### src/rtl/rfd_pkg.sv
`timescale 1ns / 1ps
// ----------------------------------------------------------------------------
// rfd_pkg
// Shared types, constants and the Adler-32 byte update for the frame deframer.
// ----------------------------------------------------------------------------
package rfd_pkg;

    localparam int HEADER_BYTES = 4;
    localparam int CHECK_BYTES  = 4;

    localparam logic [16:0] ADLER_MOD = 17'd65521;

    localparam logic [30:0] MIN_LENGTH_RST = 31'd8;
    localparam logic [30:0] MAX_LENGTH_RST = 31'd67108864;
    localparam logic [31:0] TAG_WORD_RST   = 32'd0;

    typedef enum logic [1:0] {
        CFG_MIN_LENGTH = 2'd0,
        CFG_MAX_LENGTH = 2'd1,
        CFG_TAG_WORD   = 2'd2,
        CFG_UNUSED     = 2'd3
    } t_cfg_index;

    typedef enum logic [1:0] {
        VERDICT_OK       = 2'd0,
        VERDICT_LENGTH   = 2'd1,
        VERDICT_CHECKSUM = 2'd2,
        VERDICT_TAG      = 2'd3
    } t_verdict;

    typedef enum logic {
        KIND_PAYLOAD = 1'b0,
        KIND_VERDICT = 1'b1
    } t_kind;

    typedef struct packed {
        t_kind       kind;
        logic [7:0]  payload_byte;
        t_verdict    verdict;
    } t_result;

    // One Adler-32 byte step: returns {sum_high, sum_low}.
    function automatic logic [31:0] adler_step(input logic [15:0] sum_low,
                                               input logic [15:0] sum_high,
                                               input logic [7:0]  data);
        logic [16:0] low_sum;
        logic [16:0] high_sum;
        low_sum = {1'b0, sum_low} + {9'd0, data};
        if (low_sum >= ADLER_MOD) begin
            low_sum = low_sum - ADLER_MOD;
        end
        high_sum = {1'b0, sum_high} + low_sum;
        if (high_sum >= ADLER_MOD) begin
            high_sum = high_sum - ADLER_MOD;
        end
        return {high_sum[15:0], low_sum[15:0]};
    endfunction

endpackage

### src/rtl/rfd_core.sv
`timescale 1ns / 1ps
// ----------------------------------------------------------------------------
// rfd_core
// Input register, configuration registers and the per-byte framing logic.
// ----------------------------------------------------------------------------
module rfd_core import rfd_pkg::*; #(
    parameter int TAG_BYTES = 4
) (
    input  logic        i_clk,
    input  logic        i_rst_n,
    input  logic        i_valid,
    output logic        o_stall,
    input  logic [7:0]  i_in_byte,
    input  logic        i_cfg_we,
    input  logic [1:0]  i_cfg_index,
    input  logic [31:0] i_cfg_data,
    input  logic        i_hold,
    output logic        o_res_valid,
    output t_result     o_res
);

    localparam logic [30:0] MIN_FRAME = 31'(TAG_BYTES + CHECK_BYTES);
    localparam logic [30:0] TAG_LEN   = 31'(TAG_BYTES);

    typedef enum logic [2:0] {
        ST_HEADER = 3'b001,
        ST_BODY   = 3'b010,
        ST_STUCK  = 3'b100
    } t_state;

    logic [30:0] r_min_length;
    logic [30:0] r_max_length;
    logic [31:0] r_tag_word;

    logic        r_in_valid;
    logic [7:0]  r_in_byte;

    t_state      r_state,   n_state;
    logic [30:0] r_count,   n_count;
    logic [31:0] r_len,     n_len;
    logic [30:0] r_pay_end, n_pay_end;
    logic [30:0] r_last,    n_last;
    logic [15:0] r_low,     n_low;
    logic [15:0] r_high,    n_high;
    logic        r_tag_ok,  n_tag_ok;
    logic [31:0] r_rc,      n_rc;

    logic        process_en;
    logic [31:0] adler_next;
    logic [3:0]  tag_idx;
    logic [7:0]  tag_want;
    logic        len_bad;

    assign o_stall    = i_hold;
    assign process_en = r_in_valid && !i_hold;
    assign adler_next = adler_step(r_low, r_high, r_in_byte);
    assign tag_idx    = 4'(TAG_BYTES - 1) - {1'b0, r_count[2:0]};
    assign tag_want   = (tag_idx[3:2] == 2'b00) ?
                        r_tag_word[{tag_idx[1:0], 3'b000} +: 8] : 8'h00;

    always_comb begin
        n_state     = r_state;
        n_count     = r_count;
        n_len       = r_len;
        n_pay_end   = r_pay_end;
        n_last      = r_last;
        n_low       = r_low;
        n_high      = r_high;
        n_tag_ok    = r_tag_ok;
        n_rc        = r_rc;
        o_res_valid = 1'b0;
        o_res       = '{kind: KIND_PAYLOAD, payload_byte: 8'h00, verdict: VERDICT_OK};
        len_bad     = 1'b0;
        if (process_en) begin
            unique case (r_state)
                ST_HEADER: begin
                    n_len = {r_len[23:0], r_in_byte};
                    if (r_count[1:0] == 2'(HEADER_BYTES - 1)) begin
                        len_bad = n_len[31] || (n_len[30:0] < r_min_length) ||
                                  (n_len[30:0] > r_max_length) ||
                                  (n_len[30:0] < MIN_FRAME);
                        if (len_bad) begin
                            n_state     = ST_STUCK;
                            o_res_valid = 1'b1;
                            o_res.kind  = KIND_VERDICT;
                            o_res.verdict = VERDICT_LENGTH;
                        end else begin
                            n_state   = ST_BODY;
                            n_count   = '0;
                            n_pay_end = n_len[30:0] - 31'(CHECK_BYTES);
                            n_last    = n_len[30:0] - 31'd1;
                        end
                    end else begin
                        n_count = r_count + 31'd1;
                    end
                end
                ST_BODY: begin
                    if (r_count < TAG_LEN || r_count < r_pay_end) begin
                        n_low   = adler_next[15:0];
                        n_high  = adler_next[31:16];
                        n_count = r_count + 31'd1;
                        if (r_count < TAG_LEN) begin
                            if (tag_want != r_in_byte) begin
                                n_tag_ok = 1'b0;
                            end
                        end else begin
                            o_res_valid        = 1'b1;
                            o_res.payload_byte = r_in_byte;
                        end
                    end else begin
                        n_rc = {r_rc[23:0], r_in_byte};
                        if (r_count == r_last) begin
                            o_res_valid = 1'b1;
                            o_res.kind  = KIND_VERDICT;
                            // checksum mismatch outranks a tag mismatch
                            if ({r_high, r_low} != n_rc) begin
                                o_res.verdict = VERDICT_CHECKSUM;
                            end else if (!r_tag_ok) begin
                                o_res.verdict = VERDICT_TAG;
                            end
                            if (o_res.verdict != VERDICT_OK) begin
                                n_state = ST_STUCK;
                            end else begin
                                n_state  = ST_HEADER;
                                n_count  = '0;
                                n_len    = '0;
                                n_low    = 16'd1;
                                n_high   = 16'd0;
                                n_tag_ok = 1'b1;
                                n_rc     = '0;
                            end
                        end else begin
                            n_count = r_count + 31'd1;
                        end
                    end
                end
                ST_STUCK: begin
                    // drop every byte until reset
                end
                default: begin
                    n_state = ST_STUCK;
                end
            endcase
        end
    end

    always_ff @(posedge i_clk) begin
        if (!i_rst_n) begin
            r_min_length <= MIN_LENGTH_RST;
            r_max_length <= MAX_LENGTH_RST;
            r_tag_word   <= TAG_WORD_RST;
            r_in_valid   <= 1'b0;
            r_state      <= ST_HEADER;
            r_count      <= '0;
            r_len        <= '0;
            r_pay_end    <= '0;
            r_last       <= '0;
            r_low        <= 16'd1;
            r_high       <= 16'd0;
            r_tag_ok     <= 1'b1;
            r_rc         <= '0;
        end else begin
            if (i_cfg_we) begin
                unique case (t_cfg_index'(i_cfg_index))
                    CFG_MIN_LENGTH: r_min_length <= i_cfg_data[30:0];
                    CFG_MAX_LENGTH: r_max_length <= i_cfg_data[30:0];
                    CFG_TAG_WORD:   r_tag_word   <= i_cfg_data;
                    default: ;
                endcase
            end
            if (!i_hold) begin
                r_in_valid <= i_valid;
            end
            r_state   <= n_state;
            r_count   <= n_count;
            r_len     <= n_len;
            r_pay_end <= n_pay_end;
            r_last    <= n_last;
            r_low     <= n_low;
            r_high    <= n_high;
            r_tag_ok  <= n_tag_ok;
            r_rc      <= n_rc;
        end
    end

    always_ff @(posedge i_clk) begin
        if (!i_hold) begin
            r_in_byte <= i_in_byte;
        end
    end

    a_stuck_holds: assert property (@(posedge i_clk) disable iff (!i_rst_n)
        r_state == ST_STUCK |=> r_state == ST_STUCK)
        else $error("deframer left the error state before reset");

    a_stuck_silent: assert property (@(posedge i_clk) disable iff (!i_rst_n)
        r_state == ST_STUCK |-> !o_res_valid)
        else $error("result produced after a sticky error");

    a_error_sticks: assert property (@(posedge i_clk) disable iff (!i_rst_n)
        (o_res_valid && o_res.kind == KIND_VERDICT && o_res.verdict != VERDICT_OK)
        |=> r_state == ST_STUCK)
        else $error("error verdict did not lock the deframer");

    a_payload_clean: assert property (@(posedge i_clk) disable iff (!i_rst_n)
        (o_res_valid && o_res.kind == KIND_PAYLOAD) |-> o_res.verdict == VERDICT_OK)
        else $error("payload result carries a verdict");

endmodule

### src/rtl/rfd_out_buf.sv
`timescale 1ns / 1ps
// ----------------------------------------------------------------------------
// rfd_out_buf
// Result register with one skid entry so a stalled result does not block input.
// ----------------------------------------------------------------------------
module rfd_out_buf import rfd_pkg::*; (
    input  logic    i_clk,
    input  logic    i_rst_n,
    input  logic    i_res_valid,
    input  t_result i_res,
    output logic    o_hold,
    output logic    o_valid,
    input  logic    i_stall,
    output t_result o_res
);

    logic    r_out_valid;
    logic    r_skid_valid;
    t_result r_out;
    t_result r_skid;
    logic    out_free;

    assign out_free = !r_out_valid || !i_stall;
    assign o_hold   = r_skid_valid;
    assign o_valid  = r_out_valid;
    assign o_res    = r_out;

    always_ff @(posedge i_clk) begin
        if (!i_rst_n) begin
            r_out_valid  <= 1'b0;
            r_skid_valid <= 1'b0;
        end else if (out_free) begin
            r_out_valid  <= r_skid_valid || i_res_valid;
            r_skid_valid <= 1'b0;
        end else if (i_res_valid) begin
            r_skid_valid <= 1'b1;
        end
    end

    always_ff @(posedge i_clk) begin
        if (out_free) begin
            r_out <= r_skid_valid ? r_skid : i_res;
        end else if (i_res_valid) begin
            r_skid <= i_res;
        end
    end

    a_skid_behind_out: assert property (@(posedge i_clk) disable iff (!i_rst_n)
        r_skid_valid |-> r_out_valid)
        else $error("skid entry held with an empty result register");

    a_no_write_when_full: assert property (@(posedge i_clk) disable iff (!i_rst_n)
        r_skid_valid |-> !i_res_valid)
        else $error("result written while the skid entry is full");

    a_skid_drains: assert property (@(posedge i_clk) disable iff (!i_rst_n)
        (r_skid_valid && !i_stall) |=> (r_out_valid && r_out == $past(r_skid)))
        else $error("skid entry not moved to the result register");

endmodule

### src/rtl/rpc_frame_deframer_top.sv
`timescale 1ns / 1ps
// Each byte passes the core input register, then its result enters the output register.
// Throughput: one byte per cycle unless stalled; framing and Adler-32 are combinational.
// A result waiting under stall is held in a skid entry, so input stalls only when both fill.
// Reset: synchronous, active low; clears framing state, sticky error and sets the
// registers to min_length 8, max_length 67108864, tag_word 0. No clearing pass.
// ----------------------------------------------------------------------------
// rpc_frame_deframer_top
// Deframes length-prefixed frames, checks type tag and Adler-32, and passes
// payload bytes on with a verdict at the end of each frame.
// ----------------------------------------------------------------------------
module rpc_frame_deframer_top import rfd_pkg::*; #(
    parameter int TAG_BYTES = 4
) (
    input  logic        i_clk,
    input  logic        i_rst_n,
    // input byte channel
    input  logic        i_valid,
    output logic        o_stall,
    input  logic [7:0]  i_in_byte,
    // result channel
    output logic        o_valid,
    input  logic        i_stall,
    output logic        o_result_kind,
    output logic [7:0]  o_payload_byte,
    output logic [1:0]  o_verdict,
    // configuration write port
    input  logic        i_cfg_we,
    input  logic [1:0]  i_cfg_index,
    input  logic [31:0] i_cfg_data
);

    logic    hold;
    logic    res_valid;
    t_result res;
    t_result out_res;

    // Framing logic: input register, length/tag/checksum tracking, sticky error.
    rfd_core #(
        .TAG_BYTES (TAG_BYTES)
    ) u_core (
        .i_clk       (i_clk),
        .i_rst_n     (i_rst_n),
        .i_valid     (i_valid),
        .o_stall     (o_stall),
        .i_in_byte   (i_in_byte),
        .i_cfg_we    (i_cfg_we),
        .i_cfg_index (i_cfg_index),
        .i_cfg_data  (i_cfg_data),
        .i_hold      (hold),
        .o_res_valid (res_valid),
        .o_res       (res)
    );

    // Result register plus skid entry; hold back the core while the skid is full.
    rfd_out_buf u_out_buf (
        .i_clk       (i_clk),
        .i_rst_n     (i_rst_n),
        .i_res_valid (res_valid),
        .i_res       (res),
        .o_hold      (hold),
        .o_valid     (o_valid),
        .i_stall     (i_stall),
        .o_res       (out_res)
    );

    // Unpack the result transfer onto the field ports.
    assign o_result_kind  = out_res.kind;
    assign o_payload_byte = out_res.payload_byte;
    assign o_verdict      = out_res.verdict;

endmodule
### config.mk
export PLATFORM = sky130hd
export DESIGN_NAME = rpc_frame_deframer_top
export DESIGN_NICKNAME = d
export VERILOG_FILES = /design/src/rtl/rfd_pkg.sv /design/src/rtl/rfd_core.sv /design/src/rtl/rfd_out_buf.sv /design/src/rtl/rpc_frame_deframer_top.sv
export SDC_FILE = /design/constraint.sdc
export NUM_CORES = 1
export LEC_CHECK = 0
export BUFFER_PORTS_ARGS = -buffer_cell sky130_fd_sc_hd__clkbuf_2
export CAP_MARGIN = 20
export CORE_ASPECT_RATIO = 0.9
export CORE_UTILIZATION = 40
export DETAILED_ROUTE_END_ITERATION = 6
export GPL_TIMING_DRIVEN = 1
export PLACE_DENSITY_LB_ADDON = 0.15
export SYNTH_ARGS = -nofsm -noshare
export SYNTH_HDL_FRONTEND = slang
export SYNTH_SLANG_ARGS = --single-unit
### constraint.sdc
create_clock -name i_clk -period 7.95 [get_ports i_clk]
set_input_delay 0.795 -clock i_clk [delete_from_list [all_inputs] [get_ports i_clk]]
set_output_delay 0.795 -clock i_clk [all_outputs]
set_load 0.01 [all_outputs]
* Yosys cells after proc, flatten, opt, wreduce, memory -nomap -nowiden
Cells that the tools add are included.
** Operators by class
- Add/subtract/negate cells :: 8
- Order comparisons :: 7
- Equal/unequal tests :: 18
- Shift operators :: 1
- Mux-type cells :: 57
- Bitwise logic cells :: 5
- Reduce and logical (&&, ||, !) cells :: 27
** Operator list (number)
- 2-to-1 mux 31 bit :: 5
- 2-to-1 mux 24 bit :: 5
- 2-to-1 mux 16 bit :: 7
- less-than comparator 31 bit :: 2
- one-hot mux 31 bit (2 select lines) :: 1
- one-hot mux 24 bit (2 select lines) :: 1
- >= comparator 17 x 16 -> 1 bit, second input constant :: 2
- 2-to-1 mux 8 bit :: 4
- != test 32 bit :: 1
- indexed part select 32 x 6 -> 8 bit :: 1
- adder 31 x 1 -> 31 bit, second input constant :: 1
- == test 31 bit :: 1
- greater-than comparator 31 bit :: 1
- less-than comparator 31 x 3 -> 1 bit, second input constant :: 1
- less-than comparator 31 x 4 -> 1 bit, second input constant :: 1
- subtractor 31 x 1 -> 31 bit, second input constant :: 1
- subtractor 31 x 3 -> 31 bit, second input constant :: 1
- 2-to-1 mux 11 bit :: 2
- 2-to-1 mux 2 bit :: 9
- adder 16 x 17 -> 17 bit :: 1
- adder 16 x 8 -> 17 bit :: 1
- 2-to-1 mux 17 bit :: 1
- subtractor 17 x 16 -> 17 bit, second input constant :: 1
- subtractor 16 bit, second input constant :: 1
- 28 further kinds :: 71
** Word-level totals
- Flip-flop bits (word level) :: 304
- Input bits :: 47
- Logic and storage cells :: 145

* Depth between registers and ports, before layout
Gate-level depths: netlist of the first run.
- Depth in word-level cells :: 11
- Gate-level depth with buffers :: 24

* Modules after synthesis
From an unflattened synthesis of the first run, not the netlist that was laid out.
** Second synthesis, totals
- Cells, all modules :: 2192
- Area total of the unflattened synthesis :: 18355.1 um^2
** By module, submodules not included
- rfd_core :: instances 1, cells an instance 2151, area each 17444.2 um^2, seq. area each 5685.5 um^2
- rfd_out_buf :: instances 1, cells an instance 41, area each 910.9 um^2, seq. area each 700.7 um^2

* Worst setup path before layout of the first run
No wires, ideal clock.
- Path kind :: register -> register
- Start point :: reg u_core.r_in_byte[0]
- End point :: reg u_core.r_high[14]
- Library setup time :: 126 ps
- Arrival time :: 5938 ps
- Path slack :: 1886 ps
- Cell stages (with the launch flop) :: 22
- Cell sequence :: edfxtp_1 > ha_1 > fa_1 > a211o_1 > a221oi_2 > mux2i_1 > a221oi_2 > or4b_4 > o31ai_4 > mux2i_1 > inv_1 > ha_1 > a211oi_2 > o211ai_1 > or4_1 > nor3b_1 > o32a_1 > nor4_1 > a32oi_4 > nor4b_1 > xnor2_1 > o21ai_1
** On the way
- Word-level cells in the longest chain between the ends :: 9
** Ends and longest elaborated chain
- start, declared :: RTL line rfd_core.sv:36 : logic [7:0] r_in_byte;
- start signal, assigned :: RTL line rfd_core.sv:188 : r_in_byte <= i_in_byte;
- parallel branches: the longest is 9 deep, another holds adder 16 x 8 -> 17 bit
- end signal, assigned :: RTL line rfd_core.sv:180 : r_high <= n_high;
- end, declared :: RTL line rfd_core.sv:44 : logic [15:0] r_high, n_high;
Several ways; the timed one is not identified. The select of a mux whose other input is x is not followed.
A chain may end at the register's enable or synchronous reset.

* Worst setup path after layout of the first run
Ends and elaborated chain as after synthesis.

==> out/metrics.cfg, run 1 <==
[status]
outcome=finished, final reports clean

[logic_synthesis]
synth.mux.area_fraction_pct=1.64
synth.distinct_cells=81
netlist_area_mm2=0.0177
synth-async-reset-ratio_pct=0
ys_warn_count=0
synth-simple-area-share_pct=21.0
synth_fa_ha_area_share_pct=8.99
synth-seq-area-share_pct=36.1
synth.avg_cell_area_um2=8.18
synth_top_family_by_area=simple AND/OR/NAND/NOR gates
leading_register_cell_type_out_of_synthesis=sky130_fd_sc_hd__dfxtp_1
synthTopCellsByArea=sky130_fd_sc_hd__dfxtp_1, sky130_fd_sc_hd__ha_1, sky130_fd_sc_hd__nand2_1, sky130_fd_sc_hd__a21oi_1, sky130_fd_sc_hd__edfxtp_1
synth_enable_flop_cells=30
synth_area_leader_cell=sky130_fd_sc_hd__dfxtp_1
synth-compound-area-share_pct=18.4
ys_seq_elements=304
synthDominantCellAreaShare_pct=31.0
xor_xnor_cell_area_share_of_the_yosys_netlist_pct=8.41
syn_inst=2163
synth.net_count=2336

[route]
drt_first_iter_violations=1371
wl_per_cell_um=19.1
drt.antenna.violating_nets=0
via_count=15500
detail_route.drc_violations=0
drt_first_pass_iters=5
viasPerCell=5.56
route.final.wire_length_um=53200

[pwr]
ir_worst_vdd_v=0.000127
power_per_cell_area_mw_per_mm2=190
total_leakage_power_nw=7.48
fin_total_pwr_mw=3.75

[global_route]
antenna_found_initial=0
first_pass_grt_wire_length_um=84200
grt_pass1_vias=14700
grtUsageTotal_pct=23.7
grt_max_degree=118
grt.overflow.total=0

[worst_setup_path]
worstPathMaxFanout=16
worst_ep_required_time_ns=8.37
setup.reg_to_reg.worst_slack_ns=0.46
setup.worst_path.end_class=register
crit_type=register to register
timing.critical_path.arrival_ns=7.91
worstSetupStartpointType=register

[cts]
cts.root.buffer_cell=sky130_fd_sc_hd__clkbuf_16
clock_insertion_delay_at_the_later_pin_of_the_skew_report_ns=0.55
register_clock_pin_slew_on_the_reported_worst_setup_and_hold_paths_ns=0.06
cts_hold_buffers=0
cts_sinks=304
tritoncts=yes
cts_setup_buffers=0
max-clock-path-buffers=3
cts_inserted_buffers=37
cts_max_level=2
post_cts_resize_count=0

[final_layout]
layout_common_cells=sky130_fd_sc_hd__nand2_1, sky130_fd_sc_hd__dfxtp_1, sky130_fd_sc_hd__a21oi_1, sky130_fd_sc_hd__nor2_1, sky130_fd_sc_hd__inv_1
layout.cells.most_common=sky130_fd_sc_hd__nand2_1
final_cell_area_mm2=0.0198
drive_gt1_share_pct=8.31
diodes=0
final_cells=2781
nNetsFinal=2333
syn2layout_area_growth_pct=11.8

[timing]
finalSetupViolCount=0
rsz0062_at_grt=no
slew-limit-headroom_pct=33.3
fmax_mhz=134
transition_time_at_the_pin_with_the_least_slew_margin_ns=1.00
fin_crit_sh_pct=94.2
fin_worst_skew_ns=0.0216
timing.setup.tns_ns=0
slew_violations=0
finalCriticalPeriod_ns=7.49
timing.final.hold_violations=0

[place]
detailedPlacementHpwl_um=38600
gp_congestion=0.932
place_inst=2711
portBuffers=59
placement.cell_area_mm2=0.0184

[floorplan]
core-area_mm2=0.0433
die_x_um=224
chipHeight_um=202
boundaryPins=60
placement_rows=72
fp.dieArea_mm2=0.0451
initial_core_util_pct=40.8

[min_path]
worst_hold_path_type=register to register

[run]
max_cap_violations=0

[power by group]
| group | switching (mW) | total, mW | internal, mW |
|---|---|---|---|
| Clock | 0.706 | 1.84 | 1.13 |
| Combinational | 0.202 | 0.316 | 0.113 |
| Sequential | 0.0312 | 1.60 | 1.57 |
[registers in the layout, summed over array words and instances, names as in the netlist]
name,flops
u_core.r_pay_end,31
u_core.r_min_length,31
u_core.r_low,16
u_core.r_in_valid,1
u_core.r_in_byte,8
u_core.r_count,31
u_core.r_max_length,31
u_core.r_tag_word,32
u_core.r_high,16
u_core.r_rc,24
u_out_buf.o_res,11
u_core.r_len,24
u_out_buf.o_hold,1
u_core.r_last,31
u_out_buf.r_skid,11
u_core.r_tag_ok,1
u_out_buf.o_valid,1
u_core.r_state,3
[path summary, 6_finish.rpt]
path                         start               endpoint  depth (start not counted)
max reg2reg    u_core.r_in_byte[0]      u_core.r_high[14]                         22
min reg2reg  u_core.r_tag_word[13]  u_core.r_tag_word[13]                          2
max            u_core.r_in_byte[0]      u_core.r_high[14]                         22
min          u_core.r_tag_word[13]  u_core.r_tag_word[13]                          2
[critical path, cell delays in order (launching register included)]
cell and delay (ns):
sky130_fd_sc_hd__edfxtp_1 0.54, sky130_fd_sc_hd__ha_1 0.30, sky130_fd_sc_hd__fa_1 0.43, sky130_fd_sc_hd__a211o_1 0.31
sky130_fd_sc_hd__a21oi_1 0.32, sky130_fd_sc_hd__o21ai_0 0.20, sky130_fd_sc_hd__a221oi_2 0.29, sky130_fd_sc_hd__or4b_4 0.55
sky130_fd_sc_hd__o31a_1 0.35, sky130_fd_sc_hd__a2111oi_4 0.41, sky130_fd_sc_hd__nor2_1 0.08, sky130_fd_sc_hd__nor2_1 0.21
sky130_fd_sc_hd__ha_1 0.33, sky130_fd_sc_hd__and2_1 0.16, sky130_fd_sc_hd__a221o_1 0.36, sky130_fd_sc_hd__nor3_1 0.30
sky130_fd_sc_hd__a21o_1 0.23, sky130_fd_sc_hd__a311oi_1 0.18, sky130_fd_sc_hd__nor4_1 0.76, sky130_fd_sc_hd__a32oi_4 0.36
sky130_fd_sc_hd__nor4b_1 0.44, sky130_fd_sc_hd__xnor2_1 0.17, sky130_fd_sc_hd__o21ai_1 0.07
[cells in the mapped netlist, types with 12 or more instances]
cell type / n
sky130_fd_sc_hd__nor2_1: 158
sky130_fd_sc_hd__xor2_1: 72
sky130_fd_sc_hd__a22o_1: 31
sky130_fd_sc_hd__a21oi_1: 192
sky130_fd_sc_hd__or3_1: 18
sky130_fd_sc_hd__nand4_1: 31
sky130_fd_sc_hd__and2_1: 16
sky130_fd_sc_hd__o21ai_1: 12
sky130_fd_sc_hd__o21ai_0: 59
sky130_fd_sc_hd__edfxtp_1: 30
sky130_fd_sc_hd__or2_2: 13
sky130_fd_sc_hd__nand3_1: 65
sky130_fd_sc_hd__inv_1: 130
sky130_fd_sc_hd__nand2_1: 324
sky130_fd_sc_hd__clkbuf_1: 108
sky130_fd_sc_hd__xnor2_1: 98
sky130_fd_sc_hd__nor3_1: 44
sky130_fd_sc_hd__dfxtp_1: 274
sky130_fd_sc_hd__ha_1: 124
sky130_fd_sc_hd__a211oi_1: 69
sky130_fd_sc_hd__a21o_1: 42
sky130_fd_sc_hd__nor4_1: 45
[through the flow]
stage	worst slack [ns]	hold WS [ns]	util, %
2_1_floorplan	1.89	0.432	-
3_3_place_gp	0.752	0.439	42.5
3_5_place_dp	0.691	0.443	42.5
4_1_cts	0.601	0.439	45.6
5_1_grt	0.0507	0.448	45.7
6_report	0.460	0.452	45.7
[logic make-up after synthesis]
family | Yosys count
fa+ha+maj | 126
flops | 304
xor+xnor | 170
simple gates | 792
compound gates | 498
mux | 19
buf+inv | 254
[per-layer routing]
metal	part of all wire (%)	track usage, %	vias to the layer above
met3	6.2	4.16	75
li1	-	-	7619
met1	50	35.6	7340
met5	0	0	-
met2	41	33.9	428
met4	2.2	7.29	0
[area by class of cell]
cell class                      count  area [um2]
Clock inverter                     17         230
Inverter                          130         493
Timing Repair Buffer               82         495
Multi-Input combinational cell   1605       10400
Tap cell                          592         741
Fill cell                        4285       23500
Sequential cell                   304        6390
Clock buffer                       51        1090
Note: power is estimated with default switching activity, not from simulation.
==> run 2, diff against run 1 <==
--- a/config.mk
+++ b/config.mk
@@ -5,6 +5,7 @@
 export SDC_FILE = /design/constraint.sdc
 export NUM_CORES = 1
 export LEC_CHECK = 0
+export ABC_AREA = 1
 export BUFFER_PORTS_ARGS = -buffer_cell sky130_fd_sc_hd__clkbuf_2
 export CAP_MARGIN = 20
 export CORE_ASPECT_RATIO = 0.9
==> run 2 against run 1 <==
Via count increased by 16%; setup slack gained 1.5 ns; sequential power barely moved; total power shrank 2.2%; largest power group unchanged; cell count increased by 21%; clock power fell by 8%; clock skew increased by 0.0059 ns; sequential share of layout area fell by 1.6 points; routed wire length grew 15%; combinational power grew 18%; count of clock-buffer cells in the layout rose by 3; maximum frequency is 26% higher.
==> out/metrics.cfg, run 2 <==
[route]
via_count=17900  ; +16%
drt.antenna.violating_nets=0  ; unchanged
drt_first_pass_iters=5  ; unchanged
viasPerCell=5.33  ; -4.2%
wl_per_cell_um=18.2  ; -5.0%
route.final.wire_length_um=61200  ; +15%
detail_route.drc_violations=0  ; unchanged
drt_first_iter_violations=1646  ; +20%

[logic_synthesis]
synth.avg_cell_area_um2=6.91  ; -16%
ys_seq_elements=304  ; unchanged
synth_area_leader_cell=sky130_fd_sc_hd__dfxtp_1
syn_inst=2754  ; +27%
synth-compound-area-share_pct=17.2  ; -1.2 points
synth_top_family_by_area=simple AND/OR/NAND/NOR gates
synth-async-reset-ratio_pct=0  ; unchanged
synth_enable_flop_cells=30  ; unchanged
synth-simple-area-share_pct=25.2  ; +4.1 points
synthDominantCellAreaShare_pct=28.8  ; -2.2 points
leading_register_cell_type_out_of_synthesis=sky130_fd_sc_hd__dfxtp_1
synth.net_count=2927  ; +25%
netlist_area_mm2=0.0190  ; +7.6%
ys_warn_count=0  ; unchanged
synthTopCellsByArea=sky130_fd_sc_hd__dfxtp_1, sky130_fd_sc_hd__nand2_1, sky130_fd_sc_hd__a21oi_1, sky130_fd_sc_hd__ha_1, sky130_fd_sc_hd__inv_1
synth_fa_ha_area_share_pct=8.36  ; -0.63 points
synth.distinct_cells=57  ; -30%
synthTopCellsByCount=sky130_fd_sc_hd__nand2_1, sky130_fd_sc_hd__a21oi_1, sky130_fd_sc_hd__inv_1
synth.mux.area_fraction_pct=0  ; -1.6 points
synth-seq-area-share_pct=33.5  ; -2.5 points
xor_xnor_cell_area_share_of_the_yosys_netlist_pct=6.43  ; -2.0 points
post-synth-top-count-cell=sky130_fd_sc_hd__nand2_1

[final_layout]
diodes=0  ; unchanged
largest_register_ffs=32  ; unchanged
layout_common_cells=sky130_fd_sc_hd__nand2_1, sky130_fd_sc_hd__a21oi_1, sky130_fd_sc_hd__inv_1, sky130_fd_sc_hd__nor2_1, sky130_fd_sc_hd__dfxtp_1
regMostFlops=u_core.r_tag_word
syn2layout_area_growth_pct=9.39
final_cells=3366  ; +21%
layout.cells.most_common=sky130_fd_sc_hd__nand2_1
drive_gt1_share_pct=6.55  ; -1.8 points
nNetsFinal=2895  ; +24%
finish.utilization_pct=44.5  ; -1.2 points

[floorplan]
chipHeight_um=209  ; +3.7%
placement_rows=75  ; +4.2%
boundaryPins=60  ; unchanged
initial_core_util_pct=40.7  ; -0.19 points
die_x_um=232  ; +3.7%
core-area_mm2=0.0468  ; +8.1%
fp.dieArea_mm2=0.0485  ; +7.5%

[timing]
finalCriticalPeriod_ns=5.96  ; -1.53 ns
fmax_mhz=168  ; +26%
finalSetupViolCount=0  ; unchanged
slew_violations=0  ; unchanged
fin_crit_sh_pct=74.9  ; -19 points
slew-limit-headroom_pct=30.9  ; -2.5 points
rsz0062_at_grt=no
timing.setup.tns_ns=0  ; unchanged
fin_worst_skew_ns=0.0275  ; +0.00593 ns
final.setup.worst_slack_ns=1.99  ; +1.53 ns
timing.final.hold_violations=0  ; unchanged
transition_time_at_the_pin_with_the_least_slew_margin_ns=1.04  ; +0.0363 ns

[worst_setup_path]
worstPathMaxFanout=17  ; +1
setup.worst_path.end_class=register
crit_type=register to register
timing.critical_path.arrival_ns=6.35  ; -1.56 ns
worst_ep_required_time_ns=8.34  ; -0.03 ns
worstSetupStartpointType=register

[cts]
max-clock-path-buffers=3  ; unchanged
register_clock_pin_slew_on_the_reported_worst_setup_and_hold_paths_ns=0.06  ; about the same
cts_setup_buffers=0  ; unchanged
cts_sinks=304  ; unchanged
post_cts_resize_count=0  ; unchanged
cts_hold_buffers=0  ; unchanged
cts.root.buffer_cell=sky130_fd_sc_hd__clkbuf_16
clock_insertion_delay_at_the_later_pin_of_the_skew_report_ns=0.56  ; about the same
tritoncts=yes
cts_inserted_buffers=37  ; unchanged
cts_max_level=2  ; unchanged

[place]
gp_congestion=0.936  ; +0.39%
place_inst=3298  ; +22%
place_ws_ns=2.06  ; +1.36 ns
portBuffers=59  ; unchanged
detailedPlacementHpwl_um=45100  ; +17%

[global_route]
grt.overflow.total=0  ; unchanged
antenna_found_initial=0  ; unchanged
first_pass_grt_wire_length_um=95200  ; +13%
grtUsageTotal_pct=25.2  ; +1.5 points
grt_pass1_vias=16700  ; +13%
grt_max_degree=91  ; -23%

[pwr]
ir_worst_vdd_v=0.000118  ; -7.0%
power_per_cell_area_mw_per_mm2=176  ; -7.0%
total_leakage_power_nw=8.86  ; +18%

[status]
outcome=finished, final reports clean

[run]
max_cap_violations=0  ; unchanged

[min_path]
worst_hold_path_type=input port to register

-- run 2: cell count changes after synthesis, moves of 65 or more --
| cell | previous run | this run |
|---|---|---|
| sky130_fd_sc_hd__o21ai_0 | 59 | 215 |
| sky130_fd_sc_hd__a21oi_1 | 192 | 326 |
| sky130_fd_sc_hd__inv_1 | 130 | 299 |
| sky130_fd_sc_hd__nand2_1 | 324 | 546 |
| sky130_fd_sc_hd__a211oi_1 | 69 | 4 |
| sky130_fd_sc_hd__nor2_1 | 158 | 286 |
-- run 2: final timing paths --
path	startpoint	slack [ns]	end	cells after the start
worst max-delay path	u_core.r_in_byte[7]	1.99	u_core.r_high[5]	26
worst min-delay path	i_in_byte[7]	0.45	u_core.r_in_byte[7]	1
worst max register to register	u_core.r_in_byte[7]	1.99	u_core.r_high[5]	26
worst min register to register	u_core.r_min_length[18]	0.46	u_core.r_min_length[18]	2
-- run 2: routing by layer --
metal	global-route usage (%)	up-vias	wire length [um]	part of all wire [%]
met5	0	-	0	0
met4	7.35	0	1480	2.4
met3	3.10	70	3050	5.0
met2	37.3	411	25600	42
met1	37.7	8436	31000	51
li1	-	9007	-	-
-- run 2: report_power, final --
group          total [mW]  internal, mW  switching [mW]
Sequential           1.61          1.58          0.0334
Clock                1.69         0.984           0.703
Combinational       0.372         0.112           0.260
Total                3.67          2.67           0.997
-- run 2: area by class of cell --
class	count	area, um2
clock buffers	54	1080
clock inverters	13	119
fillers	4962	26000
inverters	310	1160
multi-input cells	1995	10900
flip-flops and latches	304	6390
well taps	616	771
repair buffers	74	418
-- run 2: per-stage QoR --
| step | hold WS, ns | power (mW) | instance area, um2 |
|---|---|---|---|
| 4_1_cts | 0.438 | 3.71 | 20800 |
| 3_3_place_gp | 0.445 | 2.01 | 19600 |
| 2_1_floorplan | 0.433 | 1.88 | 19000 |
| 3_5_place_dp | 0.451 | 2.01 | 19600 |
| 6_report | 0.455 | 3.67 | 20800 |
| 5_1_grt | 0.451 | 3.81 | 20800 |
-- run 2: cells by family (layout without fill, tap and decap cells) --
| family | Yosys count | in the layout |
|---|---|---|
| flops | 304 | 304 |
| fa+ha+maj | 126 | 126 |
| xor+xnor | 138 | 138 |
| simple gates | 1113 | 1113 |
| compound gates | 618 | 618 |
| buf+inv | 455 | 451 |
-- run 2: worst max-delay path, cell delays in order (launching register included) --
cell,delay (ns)
sky130_fd_sc_hd__edfxtp_1,0.66
sky130_fd_sc_hd__ha_1,0.50
sky130_fd_sc_hd__nand2_1,0.13
sky130_fd_sc_hd__nor2_1,0.15
sky130_fd_sc_hd__nand3_1,0.12
sky130_fd_sc_hd__nand2_1,0.11
sky130_fd_sc_hd__nand3_1,0.08
sky130_fd_sc_hd__or4_1,0.52
sky130_fd_sc_hd__nand3_2,0.23
sky130_fd_sc_hd__xor2_1,0.42
sky130_fd_sc_hd__ha_1,0.29
sky130_fd_sc_hd__inv_1,0.06
sky130_fd_sc_hd__fa_1,0.41
sky130_fd_sc_hd__o21ai_2,0.26
sky130_fd_sc_hd__nand3_1,0.12
sky130_fd_sc_hd__nand2_2,0.13
sky130_fd_sc_hd__a21oi_1,0.09
sky130_fd_sc_hd__nand2_1,0.06
sky130_fd_sc_hd__nand2_1,0.14
sky130_fd_sc_hd__nor2_2,0.23
sky130_fd_sc_hd__nand3_2,0.17
sky130_fd_sc_hd__nor2_4,0.15
sky130_fd_sc_hd__nand3_4,0.18
sky130_fd_sc_hd__nand3_4,0.25
sky130_fd_sc_hd__o21ai_0,0.13
sky130_fd_sc_hd__nand3_1,0.09
sky130_fd_sc_hd__a21oi_1,0.08
